==> config.mk <==
export PLATFORM = sky130hd
export DESIGN_NAME = ctp_div
export DESIGN_NICKNAME = d
export VERILOG_FILES = /design/src/ctp_pkg.sv /design/src/ctp_div.sv
export SDC_FILE = /design/constraint.sdc
export NUM_CORES = 2
export LEC_CHECK = 0
export BUFFER_PORTS_ARGS = -buffer_cell sky130_fd_sc_hd__buf_2
export CAP_MARGIN = 0
export CELL_PAD_IN_SITES_DETAIL_PLACEMENT = 0
export CELL_PAD_IN_SITES_GLOBAL_PLACEMENT = 1
export CORE_MARGIN = 2
export CORE_UTILIZATION = 25
export CTS_CLUSTER_DIAMETER = 30
export DETAILED_ROUTE_END_ITERATION = 8
export GPL_TIMING_DRIVEN = 1
export PLACE_DENSITY_LB_ADDON = 0.1
export SYNTH_ARGS = -nofsm -noshare
export SYNTH_HDL_FRONTEND = slang
export SYNTH_SLANG_ARGS = --single-unit
==> constraint.sdc <==
create_clock -name clk -period 5.3 [get_ports clk]
set_input_delay 0.265 -clock clk [delete_from_list [all_inputs] [get_ports clk]]
set_output_delay 0.265 -clock clk [all_outputs]
set_load 0.03 [all_outputs]
==> src/ctp_pkg.sv <==
// ----------------------------------------------------------------------------
// Cubic trajectory point package
// Shared constants, configuration register indexes and control types.
// ----------------------------------------------------------------------------
package ctp_pkg;

  localparam int STEP_BITS_DEF = 10;
  localparam int FRAC_BITS_DEF = 8;
  localparam int POS_BITS_DEF  = 13;

  localparam int CFG_IDX_BITS = 2;

  // Reset values of the configuration registers.
  localparam int START_POS_RST  = 90;
  localparam int FINISH_POS_RST = 120;
  localparam int STEP_COUNT_RST = 50;

  typedef enum logic [CFG_IDX_BITS-1:0] {
    CFG_START_POS  = 2'd0,
    CFG_FINISH_POS = 2'd1,
    CFG_STEP_COUNT = 2'd2
  } ctp_cfg_idx_t;

  // Per-beat flags that travel alongside the arithmetic.
  typedef struct packed {
    logic past;   // index beyond the step count
    logic zero;   // index is zero
    logic neg;    // finish lies below start
  } ctp_ctrl_t;

endpackage

==> src/ctp_div.sv <==
// ----------------------------------------------------------------------------
// Cubic trajectory point divider
// Pipelined restoring divider, one quotient bit per stage.
// ----------------------------------------------------------------------------
module ctp_div #(
  parameter int OW = 21,
  parameter int DB = 30,
  parameter int W  = OW + DB + 1
) (
  input  logic               clk,
  input  logic               rst_n,
  input  logic               en,
  input  logic               valid_i,
  input  ctp_pkg::ctp_ctrl_t ctrl_i,
  input  logic [OW-1:0]      base_i,
  input  logic [OW-1:0]      fin_i,
  input  logic [W-1:0]       dvd_i,
  input  logic [DB-1:0]      den_i,
  output logic               valid_o,
  output ctp_pkg::ctp_ctrl_t ctrl_o,
  output logic [OW-1:0]      base_o,
  output logic [OW-1:0]      fin_o,
  output logic [OW-1:0]      quot_o
);
  import ctp_pkg::*;

  logic          v_a    [OW+1];
  ctp_ctrl_t     c_a    [OW+1];
  logic [OW-1:0] base_a [OW+1];
  logic [OW-1:0] fin_a  [OW+1];
  logic [W-1:0]  rem_a  [OW+1];
  logic [DB-1:0] den_a  [OW+1];
  logic [OW-1:0] q_a    [OW+1];

  assign v_a[0]    = valid_i;
  assign c_a[0]    = ctrl_i;
  assign base_a[0] = base_i;
  assign fin_a[0]  = fin_i;
  assign rem_a[0]  = dvd_i;
  assign den_a[0]  = den_i;
  assign q_a[0]    = '0;

  // The quotient is known to fit in OW bits, so each stage tests the
  // divisor shifted to one quotient bit position, from the top down.
  for (genvar j = 1; j <= OW; j++) begin : g_stage
    localparam int B = OW - j;
    logic [W:0]    trial;
    logic [OW-1:0] q_nxt;

    always_comb begin
      trial    = {1'b0, rem_a[j-1]} - ((W+1)'(den_a[j-1]) << B);
      q_nxt    = q_a[j-1];
      q_nxt[B] = ~trial[W];
    end

    always_ff @(posedge clk) begin
      if (!rst_n) begin
        v_a[j] <= 1'b0;
      end else if (en) begin
        v_a[j] <= v_a[j-1];
      end
    end

    always_ff @(posedge clk) begin
      if (en) begin
        c_a[j]    <= c_a[j-1];
        base_a[j] <= base_a[j-1];
        fin_a[j]  <= fin_a[j-1];
        den_a[j]  <= den_a[j-1];
        q_a[j]    <= q_nxt;
        rem_a[j]  <= trial[W] ? rem_a[j-1] : trial[W-1:0];
      end
    end
  end

  assign valid_o = v_a[OW];
  assign ctrl_o  = c_a[OW];
  assign base_o  = base_a[OW];
  assign fin_o   = fin_a[OW];
  assign quot_o  = q_a[OW];

endmodule

==> reports/metrics.cfg <==
[timing]
setup-violations-final=0
tightest_slew_ns=1.22
hold_viol=0
relSlewSlack_pct=19.0
min_period_ns=4.65
setup_tns_ns=0
skew_ns=0.0939
rsz0062_at_grt=no
max_freq_mhz=215
period_share_pct=87.7
drv_slew=0

[cells_and_area]
synthToLayoutAreaGrowth_pct=31.2
utilization_pct=32.9
nFillCells=51000
final_area_mm2=0.171
finalNetCount=11900
drive_gt1_share_pct=14.7

[yosys]
yosysMostFrequentCell=edfxtp_1
postSynthAreaPerCell_um2=13.1
ys_ff_latch=2837
synthTopCellsByArea=edfxtp_1 (65%), ha_1 (6.0%), a21oi_1 (2.9%), xnor2_1 (2.8%), inv_1 (2.3%)
yosysWarnings=0
synth_ff_type=edfxtp_1
syn_inst=9981
synth_edf_count=2816
syn-num-nets=10800
synthDominantCellAreaShare_pct=64.9
synthTopCellsByCount=edfxtp_1 (2816), inv_1 (807), a21oi_1 (749), nand2_1 (679), ha_1 (629)
async_flop_share_pct=0
synth_largest_area_cell=edfxtp_1
ys_seq_area_share_pct=65.2
syn_area_mm2=0.130
yosysUniqueCellTypes=82

[worst_setup_path]
cp-start-kind=flop
crit_fanout=50
crit_family=compound AO/OA/AOI/OAI gates
critPathMaxStageDelay_ns=0.52
end_kind=flop
critPathMostFrequentCell=inv_1
path_buf_inv=3
worstPathRequired_ns=6.07
path_cells=inv_1, ha_1, inv_1, fa_1, a211oi_1, o21ai_0, a221oi_1, nor3_1, a21oi_1, o311ai_1, a311oi_1, nand2_2, buf_12, mux2_2
crit_start=rem_a[1006]
worstPathArrival_ns=5.42
rr_startpoint=rem_a[1006]
crit_type=reg -> reg
cp_slowest_cell=a221oi_1

[grt]
antenna_found_initial=9
grt_max_degree=176
grt_overflow_total=0
grt_pass1_vias=88300
grt_use_total_pct=11.3
grt_pass1_wl_mm=480

[power]
p_leak_nw=65.4
power_density_mw_per_mm2=613
ir_drop_mv=0.294

[flow_run]
maxCapViolCount=0

[die]
io_pins=198
rows=265
initial_core_util_pct=25.1
die_y_um=726
die_x_um=726
coreArea_mm2=0.520
dieArea_mm2=0.527

[detailed_routing]
initialDrtViolationCount=3944
viasPerCell=4.31
drc=0
vias=81100
firstDrtPassIters=6
avgRoutedWirePerCell_um=16.2
detail-route-antenna-nets=0
finalWirelength_mm=305

[clock_tree]
clock_sinks=2837
cts_tree=done
clock_path_buffers=4
numCtsBuffers=811
h-tree-depth=6
root_buffer=clkbuf_16
post_cts_buffers=0
insertion_delay_ns=1.08
path_clk_slew_ns=0.04

[hold_path]
hold_path_class=in -> reg
holdCritStartpoint=dvd_i[20]

[placed_design]
placed_area_mm2=0.140
routabilityCongestion=0.880
dpl.hpwl_mm=216
io_buffer_count=197

[outcome]
status=finished, final reports clean

-- cell type report --
class                      count  area (um2)  share of cell area [%]
antenna                       48         120                  0.0702
timing repair buffer         609        5170                    3.03
clock inverter               552        6660                    3.89
inverter                     808        3030                    1.77
tap                         6942        8690                    5.08
clock buffer                 959       21100                    12.3
multi-input combinational   6056       41300                    24.1
sequential                  2837       85000                    49.7
-- power by group --
| group | switching [mW] | total [mW] | internal (mW) |
|---|---|---|---|
| Clock | 14.3 | 47.9 | 33.6 |
| Combinational | 14.3 | 24.5 | 10.3 |
| Sequential | 2.37 | 32.3 | 29.9 |
-- worst min-delay path, delay by kind of cell --
| family | cells | cell delay (ns) |
|---|---|---|
| buffers and inverters | 3 | 0.66 |
| multiplexers | 1 | 0.16 |
-- cells in the final DEF (no fill, tap or decap), drive strengths merged, types with 60 or more instances in the layout --
cell         Yosys  routed
o21bai          81      81
nor2b           80      80
xnor2          420     420
clkinv           0     387
clkbuf         209     959
ha             629     629
nand2          679     679
o21a            76      76
bufinv           0     114
dlygate4sd3      0     287
nand2b         106     106
xor2           298     298
buf             71     322
mux2           124     124
a21oi          749     749
edfxtp        2816    2816
a31oi           61      61
inv            808     817
o31ai           60      60
nand4           88      88
nor4            75      75
nand3          162     162
a211oi          67      67
nor3           145     145
a21o           357     357
nor2           595     595
o21ai          578     578
-- flip-flops by register name, summed over array words and instances (netlist names), 60 cells and up --
signal	count
base_a	420
c_a	60
den_a	600
fin_a	420
g_stage.q_nxt	210
rem_a	1040
-- layer usage --
layer | share of wire, % | GRT usage, % | vias up
met2 | 52 | 21.1 | 1719
met1 | 38 | 11.4 | 38700
li1 | - | - | 39700
met5 | 0 | 0 | -
met3 | 4.0 | 2.29 | 1033
met4 | 6.1 | 7.33 | 0
-- through the flow --
| stage | hold WS [ns] | power [mW] | cells | worst slack [ns] |
|---|---|---|---|---|
| floorplan | 0.364 | 49.3 | 9981 | 1.54 |
| global placement | 0.400 | 57.0 | 17000 | 0.476 |
| detailed placement | 0.405 | 57.1 | 17000 | 0.697 |
| CTS | 0.0549 | 106 | 18800 | 0.645 |
| global route | 0.136 | 111 | 18800 | 0.407 |
| finish | 0.189 | 105 | 18800 | 0.650 |
-- path summary, 6_finish.rpt --
| kind | endpoint | cells past startpoint | slack (ns) |
|---|---|---|---|
| worst min register to register | fin_a[31] | 0 | 0.35 |
| worst max register to register | rem_a[955] | 14 | 0.65 |
| worst max-delay path | rem_a[955] | 14 | 0.65 |
| worst min-delay path | rem_a[1060] | 4 | 0.19 |
-- timing repair --
action	CTS	global route
endpoints found under the hold margin	208	0
hold buffers	287	0
gates resized for setup	0	0
-- kinds of logic (layout without fill, tap and decap cells) --
group	Yosys count	count (layout)	synth area share (%)
mux	153	153	1.29
fa+ha+maj	649	649	6.34
simple gates	2209	2209	8.04
other cells	0	48	0
compound gates	2327	2327	11.0
flops	2837	2837	65.2
buf+inv	1088	2928	3.28
xor+xnor	718	718	4.82
No activity file was read; power rests on OpenSTA's default activity.
