===== config.mk =====
export PLATFORM = sky130hd
export DESIGN_NAME = ctp_poly
export DESIGN_NICKNAME = d
export VERILOG_FILES = /design/src/ctp_pkg.sv /design/src/ctp_poly.sv
export SDC_FILE = /design/constraint.sdc
export NUM_CORES = 2
export LEC_CHECK = 0
export BUFFER_PORTS_ARGS = -buffer_cell sky130_fd_sc_hd__buf_2
export CAP_MARGIN = 10
export CORE_ASPECT_RATIO = 1.75
export CORE_MARGIN = 5
export CORE_UTILIZATION = 27
export DETAILED_ROUTE_END_ITERATION = 7
export GPL_TIMING_DRIVEN = 0
export MAX_ROUTING_LAYER = met4
export PLACE_DENSITY = 0.42
export REMOVE_ABC_BUFFERS = 1
export SETUP_SLACK_MARGIN = 0.3
export SYNTH_ARGS = -nofsm -noshare
export SYNTH_HDL_FRONTEND = slang
export SYNTH_SLANG_ARGS = --single-unit

===== constraint.sdc =====
create_clock -name clk -period 7.07 [get_ports clk]
set_input_delay 0.3535 -clock clk [delete_from_list [all_inputs] [get_ports clk]]
set_output_delay 0.3535 -clock clk [all_outputs]
set_load 0.005 [all_outputs]

===== src/ctp_pkg.sv =====
// ----------------------------------------------------------------------------
// Cubic trajectory point package
// Shared constants, configuration register indexes and control types.
// ----------------------------------------------------------------------------
package ctp_pkg;

  localparam int STEP_BITS_DEF = 10;
  localparam int FRAC_BITS_DEF = 8;
  localparam int POS_BITS_DEF  = 13;

  localparam int CFG_IDX_BITS = 2;

  // Reset values of the configuration registers.
  localparam int START_POS_RST  = 90;
  localparam int FINISH_POS_RST = 120;
  localparam int STEP_COUNT_RST = 50;

  typedef enum logic [CFG_IDX_BITS-1:0] {
    CFG_START_POS  = 2'd0,
    CFG_FINISH_POS = 2'd1,
    CFG_STEP_COUNT = 2'd2
  } ctp_cfg_idx_t;

  // Per-beat flags that travel alongside the arithmetic.
  typedef struct packed {
    logic past;   // index beyond the step count
    logic zero;   // index is zero
    logic neg;    // finish lies below start
  } ctp_ctrl_t;

endpackage


===== src/ctp_poly.sv =====
// ----------------------------------------------------------------------------
// Cubic trajectory point polynomial front end
// Four stages that form the rounded dividend and the divisor N^3.
// ----------------------------------------------------------------------------
module ctp_poly #(
  parameter int STEP_BITS = 10,
  parameter int FRAC_BITS = 8,
  parameter int POS_BITS  = 13,
  parameter int OW        = POS_BITS + FRAC_BITS,
  parameter int DB        = 3 * STEP_BITS,
  parameter int W         = OW + DB + 1
) (
  input  logic                       clk,
  input  logic                       rst_n,
  input  logic                       en,
  input  logic                       in_valid,
  input  logic [STEP_BITS-1:0]       k_in,
  input  logic signed [POS_BITS-1:0] start_pos,
  input  logic signed [POS_BITS-1:0] finish_pos,
  input  logic [STEP_BITS-1:0]       step_count,
  output logic                       valid_o,
  output ctp_pkg::ctp_ctrl_t         ctrl_o,
  output logic [OW-1:0]              base_o,
  output logic [OW-1:0]              fin_o,
  output logic [W-1:0]               dvd_o,
  output logic [DB-1:0]              den_o
);
  import ctp_pkg::*;

  localparam int S  = STEP_BITS;
  localparam int H  = (DB + 1) / 2;

  // Stage 1
  logic                v1_r;
  ctp_ctrl_t           c1_r, c1_nxt;
  logic [OW-1:0]       base1_r, fin1_r, magf1_r, magf1_nxt;
  logic [2*S-1:0]      k2_r, n2_r;
  logic [S+1:0]        t1_r, t1_nxt;
  logic [S-1:0]        n1_r;
  logic signed [POS_BITS:0] diff;
  logic [POS_BITS:0]   mag_w;

  always_comb begin
    diff = (POS_BITS+1)'(finish_pos) - (POS_BITS+1)'(start_pos);
    c1_nxt.past = k_in > step_count;
    c1_nxt.zero = k_in == '0;
    c1_nxt.neg  = diff[POS_BITS];
    mag_w       = diff[POS_BITS] ? (POS_BITS+1)'(-diff) : diff;
    magf1_nxt   = OW'(mag_w[POS_BITS-1:0]) << FRAC_BITS;
    // 3N - 2k; only meaningful when k <= N, which keeps it non-negative.
    t1_nxt      = (S+2)'(step_count) * (S+2)'(3) - ((S+2)'(k_in) << 1);
  end

  always_ff @(posedge clk) begin
    if (!rst_n) begin
      v1_r <= 1'b0;
    end else if (en) begin
      v1_r <= in_valid;
    end
  end

  always_ff @(posedge clk) begin
    if (en) begin
      c1_r    <= c1_nxt;
      base1_r <= OW'(start_pos) << FRAC_BITS;
      fin1_r  <= OW'(finish_pos) << FRAC_BITS;
      magf1_r <= magf1_nxt;
      k2_r    <= (2*S)'(k_in) * (2*S)'(k_in);
      n2_r    <= (2*S)'(step_count) * (2*S)'(step_count);
      t1_r    <= t1_nxt;
      n1_r    <= step_count;
    end
  end

  // Stage 2: numerator k^2(3N-2k) and divisor N^3, both below 2^(3S).
  logic                v2_r;
  ctp_ctrl_t           c2_r;
  logic [OW-1:0]       base2_r, fin2_r, magf2_r;
  logic [DB-1:0]       num2_r, den2_r;
  logic [DB+1:0]       num_full;

  assign num_full = (DB+2)'(k2_r) * (DB+2)'(t1_r);

  always_ff @(posedge clk) begin
    if (!rst_n) begin
      v2_r <= 1'b0;
    end else if (en) begin
      v2_r <= v1_r;
    end
  end

  always_ff @(posedge clk) begin
    if (en) begin
      c2_r    <= c1_r;
      base2_r <= base1_r;
      fin2_r  <= fin1_r;
      magf2_r <= magf1_r;
      num2_r  <= num_full[DB-1:0];
      den2_r  <= DB'((DB)'(n2_r) * (DB)'(n1_r));
    end
  end

  // Stage 3: the wide product is split into two partial products.
  logic                v3_r;
  ctp_ctrl_t           c3_r;
  logic [OW-1:0]       base3_r, fin3_r;
  logic [DB-1:0]       den3_r;
  logic [OW+H-1:0]     pl3_r;
  logic [OW+DB-H-1:0]  ph3_r;

  always_ff @(posedge clk) begin
    if (!rst_n) begin
      v3_r <= 1'b0;
    end else if (en) begin
      v3_r <= v2_r;
    end
  end

  always_ff @(posedge clk) begin
    if (en) begin
      c3_r    <= c2_r;
      base3_r <= base2_r;
      fin3_r  <= fin2_r;
      den3_r  <= den2_r;
      pl3_r   <= (OW+H)'(magf2_r) * (OW+H)'(num2_r[H-1:0]);
      ph3_r   <= (OW+DB-H)'(magf2_r) * (OW+DB-H)'(num2_r[DB-1:H]);
    end
  end

  // Stage 4: recombine and add half the divisor for round to nearest.
  logic                v4_r;
  ctp_ctrl_t           c4_r;
  logic [OW-1:0]       base4_r, fin4_r;
  logic [DB-1:0]       den4_r;
  logic [W-1:0]        dvd4_r;

  always_ff @(posedge clk) begin
    if (!rst_n) begin
      v4_r <= 1'b0;
    end else if (en) begin
      v4_r <= v3_r;
    end
  end

  always_ff @(posedge clk) begin
    if (en) begin
      c4_r    <= c3_r;
      base4_r <= base3_r;
      fin4_r  <= fin3_r;
      den4_r  <= den3_r;
      dvd4_r  <= W'(pl3_r) + (W'(ph3_r) << H) + W'(den3_r >> 1);
    end
  end

  assign valid_o = v4_r;
  assign ctrl_o  = c4_r;
  assign base_o  = base4_r;
  assign fin_o   = fin4_r;
  assign dvd_o   = dvd4_r;
  assign den_o   = den4_r;

endmodule


==> summary.txt <==
routability cong.: 0.7970
worst r2r path cells: 19
Reg2Reg Launch Point: magf2_r[15]
H-tree lvl count: 2
largest cells by area after synthesis: fa_1 (30%), edfxtp_1 (26%), ha_1 (12%)
register bit total from synthesis: 424
EDFF count, synth: 420
clock root buffer: clkbuf_16
Synth top area share: 29.53%
io pins: 178
most common cell after layout, fill and taps aside: inv_1
largest family of logic cells by synthesized area: adder cells
Max Cap Violations: 0
Rows: 204
Worst Tran Pin Value: 1.248 ns
Max Transition Viols Final: 0
Syn-to-layout area delta: 12.40%
Setup CP Type: flip-flop to flip-flop
Cell Area, Synth: 47,870 µm²
Hold Path Depth: 1
Post-Synth Adder-Cell Area: 41.52%
Reg clk slew, reported paths: 0.06 ns
Die Area: 186,100 µm²
core area: 176,400 µm²
CP Data Required Time: 7.46 ns
largest area contributor in the netlist: fa_1
final net count: 6,042
Detailed Route WL: 118.1 mm
pin count of the biggest net entering global routing: 116
worst reg-to-reg setup slack: 0.59 ns
min cycle time layout: 6.483 ns
final hold vios: 0
Vias: 31,320
unrepaired setup endpoints after global routing: true
Synth Area in Compound Gates: 6.707%
CTS tree: built
post-synthesis area per instance: 10.22 µm²
count of cell types in the netlist: 66
clock latency on the worst-skew pair: 0.64 ns
Synth async-reset ratio: 0%
Worst EP arrival: 6.87 ns
Reg area: 12,690 µm²
fillers: 18,380
CTS Buffer Depth: 3
crit path capture type: flip-flop
Synth Area in Simple Gates: 12.35%
number of port buffers: 161
multi-input logic area: 30,900 µm²
clock skew: 0.02446 ns
Rel. slew slack: 16.79%
commonest cells after routing, fill and taps aside: inv_1 (951), fa_1 (706), nand2_1 (609)
drt via density: 4.323
mux cell area share after synthesis: 0.1934%
Residual DRC: 0
# clock sinks: 424
global-route wire length before repair: 192.1 mm
Starting Density: 27.14%
sequential area share after synthesis: 26.51%
WHS Endpoint: n1_r[6]
Hold WS: 0.1067 ns
crit share post-route: 91.69%
Yosys warnings: 0
Hold Crit Start: step_count[6]
WL/cell: 16.31 µm
die height: 567.0 µm
vias in the first global route: 35,340
drt pass-1 iters: 5
HP Class: primary input to flip-flop
Antenna Nets Post-Route: 0
final setup vio count: 0
Inserted Clock Buffers: 49
die width: 328.3 µm
terminus of the critical flop-to-flop path: pl3_r[34]
critical path fanouts, max: 18
hpwl dp: 95.32 mm
fin util: 30.51%
initial DRC count: 1,030
Achievable Freq: 154.3 MHz
share of post-route cells with drive strength above 1: 6.742%
startpoint type of the worst setup path: flip-flop
grt ovf: 0
initial antenna violation count: 8
Mapped Cells: 4,683
ys flop type: edfxtp_1
status: completed
overall global routing resource usage: 13.24%
setup TNS: 0 ns
xor/xnor share of the synthesized area: 3.549%
metrics by stage:
step                      cells  setup slack (ns)  area, µm²
after global routing       7242            0.3010      53800
after detailed placement   7073            0.1480      51410
after global placement     7055            -1.197      50960
after floorplan            4525             1.403      47190
after CTS                  7196            0.3394      53390
final                      7244            0.5874      53810
routing by layer:
metal / track usage, % / part of all wire, % / up-vias
met5: - / 0 / -
met3: 1.442 / 2.6 / 155
li1: - / - / 14990
met2: 26.12 / 57 / 352
met1: 13.71 / 38 / 15820
met4: 3.696 / 2.7 / 0
worst max path at each step:
stage,from,to,depth (start not counted)
final,magf2_r[15],pl3_r[34],19
after detailed placement,n1_r[1],den2_r[29],17
after global placement,en,base_o[20],1
after CTS,n1_r[3],den2_r[29],17
after floorplan,magf2_r[12],pl3_r[34],17
after global routing,magf2_r[15],pl3_r[34],19
what timing repair did:
| item | 4_1_cts | 5_1_grt |
|---|---|---|
| buffers inserted | 5 | 38 |
| hold endpoints to repair | 31 | 0 |
| endpoints found under the setup margin | 3 | 8 |
| cloned | 0 | 0 |
| gates resized for setup | 0 | 2 |
| hold buffers | 29 | 0 |
synthesized netlist by cell type (32+ instances only):
| cell | n |
|---|---|
| inv_1 | 951 |
| fa_1 | 706 |
| nand2_1 | 609 |
| ha_1 | 459 |
| edfxtp_1 | 420 |
| and2_1 | 325 |
| clkbuf_1 | 155 |
| a21oi_1 | 150 |
| nor2_1 | 150 |
| xnor2_1 | 130 |
| a21o_1 | 81 |
| o21ai_0 | 73 |
| xor2_1 | 64 |
| nor3_1 | 36 |
| nand3_1 | 32 |
area by class of cell:
| type | count | area share (%) |
|---|---|---|
| Multi-Input combinational cell | 3143 | 57.43 |
| Sequential cell | 424 | 23.59 |
| Inverter | 958 | 6.683 |
| Tap cell | 2369 | 5.509 |
| Timing Repair Buffer | 251 | 3.676 |
| Clock buffer | 54 | 2.314 |
| Clock inverter | 35 | 0.7557 |
| Antenna cell | 10 | 0.04651 |
flip-flops by register name, indices dropped and copies added, names as in the netlist, 28 cells and up:
name and cells:
den2_r 30, den3_r 30, den_o 30, dvd_o 44
num2_r 30, ph3_r 28, pl3_r 28
worst max-delay path, cell delays in order (launching register included):
cell       delay [ns]
edfxtp_1         0.69
buf_16           0.29
and2_1           0.17
fa_1             0.43
inv_1            0.08
fa_1             0.43
fa_1             0.55
inv_1            0.05
fa_1             0.47
inv_1            0.05
fa_1             0.48
inv_1            0.05
ha_1             0.34
a2111oi_0        0.45
o21ai_0          0.31
a21o_1           0.30
a2111oi_1        0.64
o31ai_1          0.16
a21oi_1          0.20
xnor2_1          0.08
cells by family after synthesis:
group	Yosys count
compound gates	489
fa+ha+maj	1165
xor+xnor	194
flops	424
buf+inv	1142
simple gates	1258
other cells	2
mux	9
Power is not shown: default switching activity piles up to over one toggle a cycle in this logic, so the estimate is an artifact.
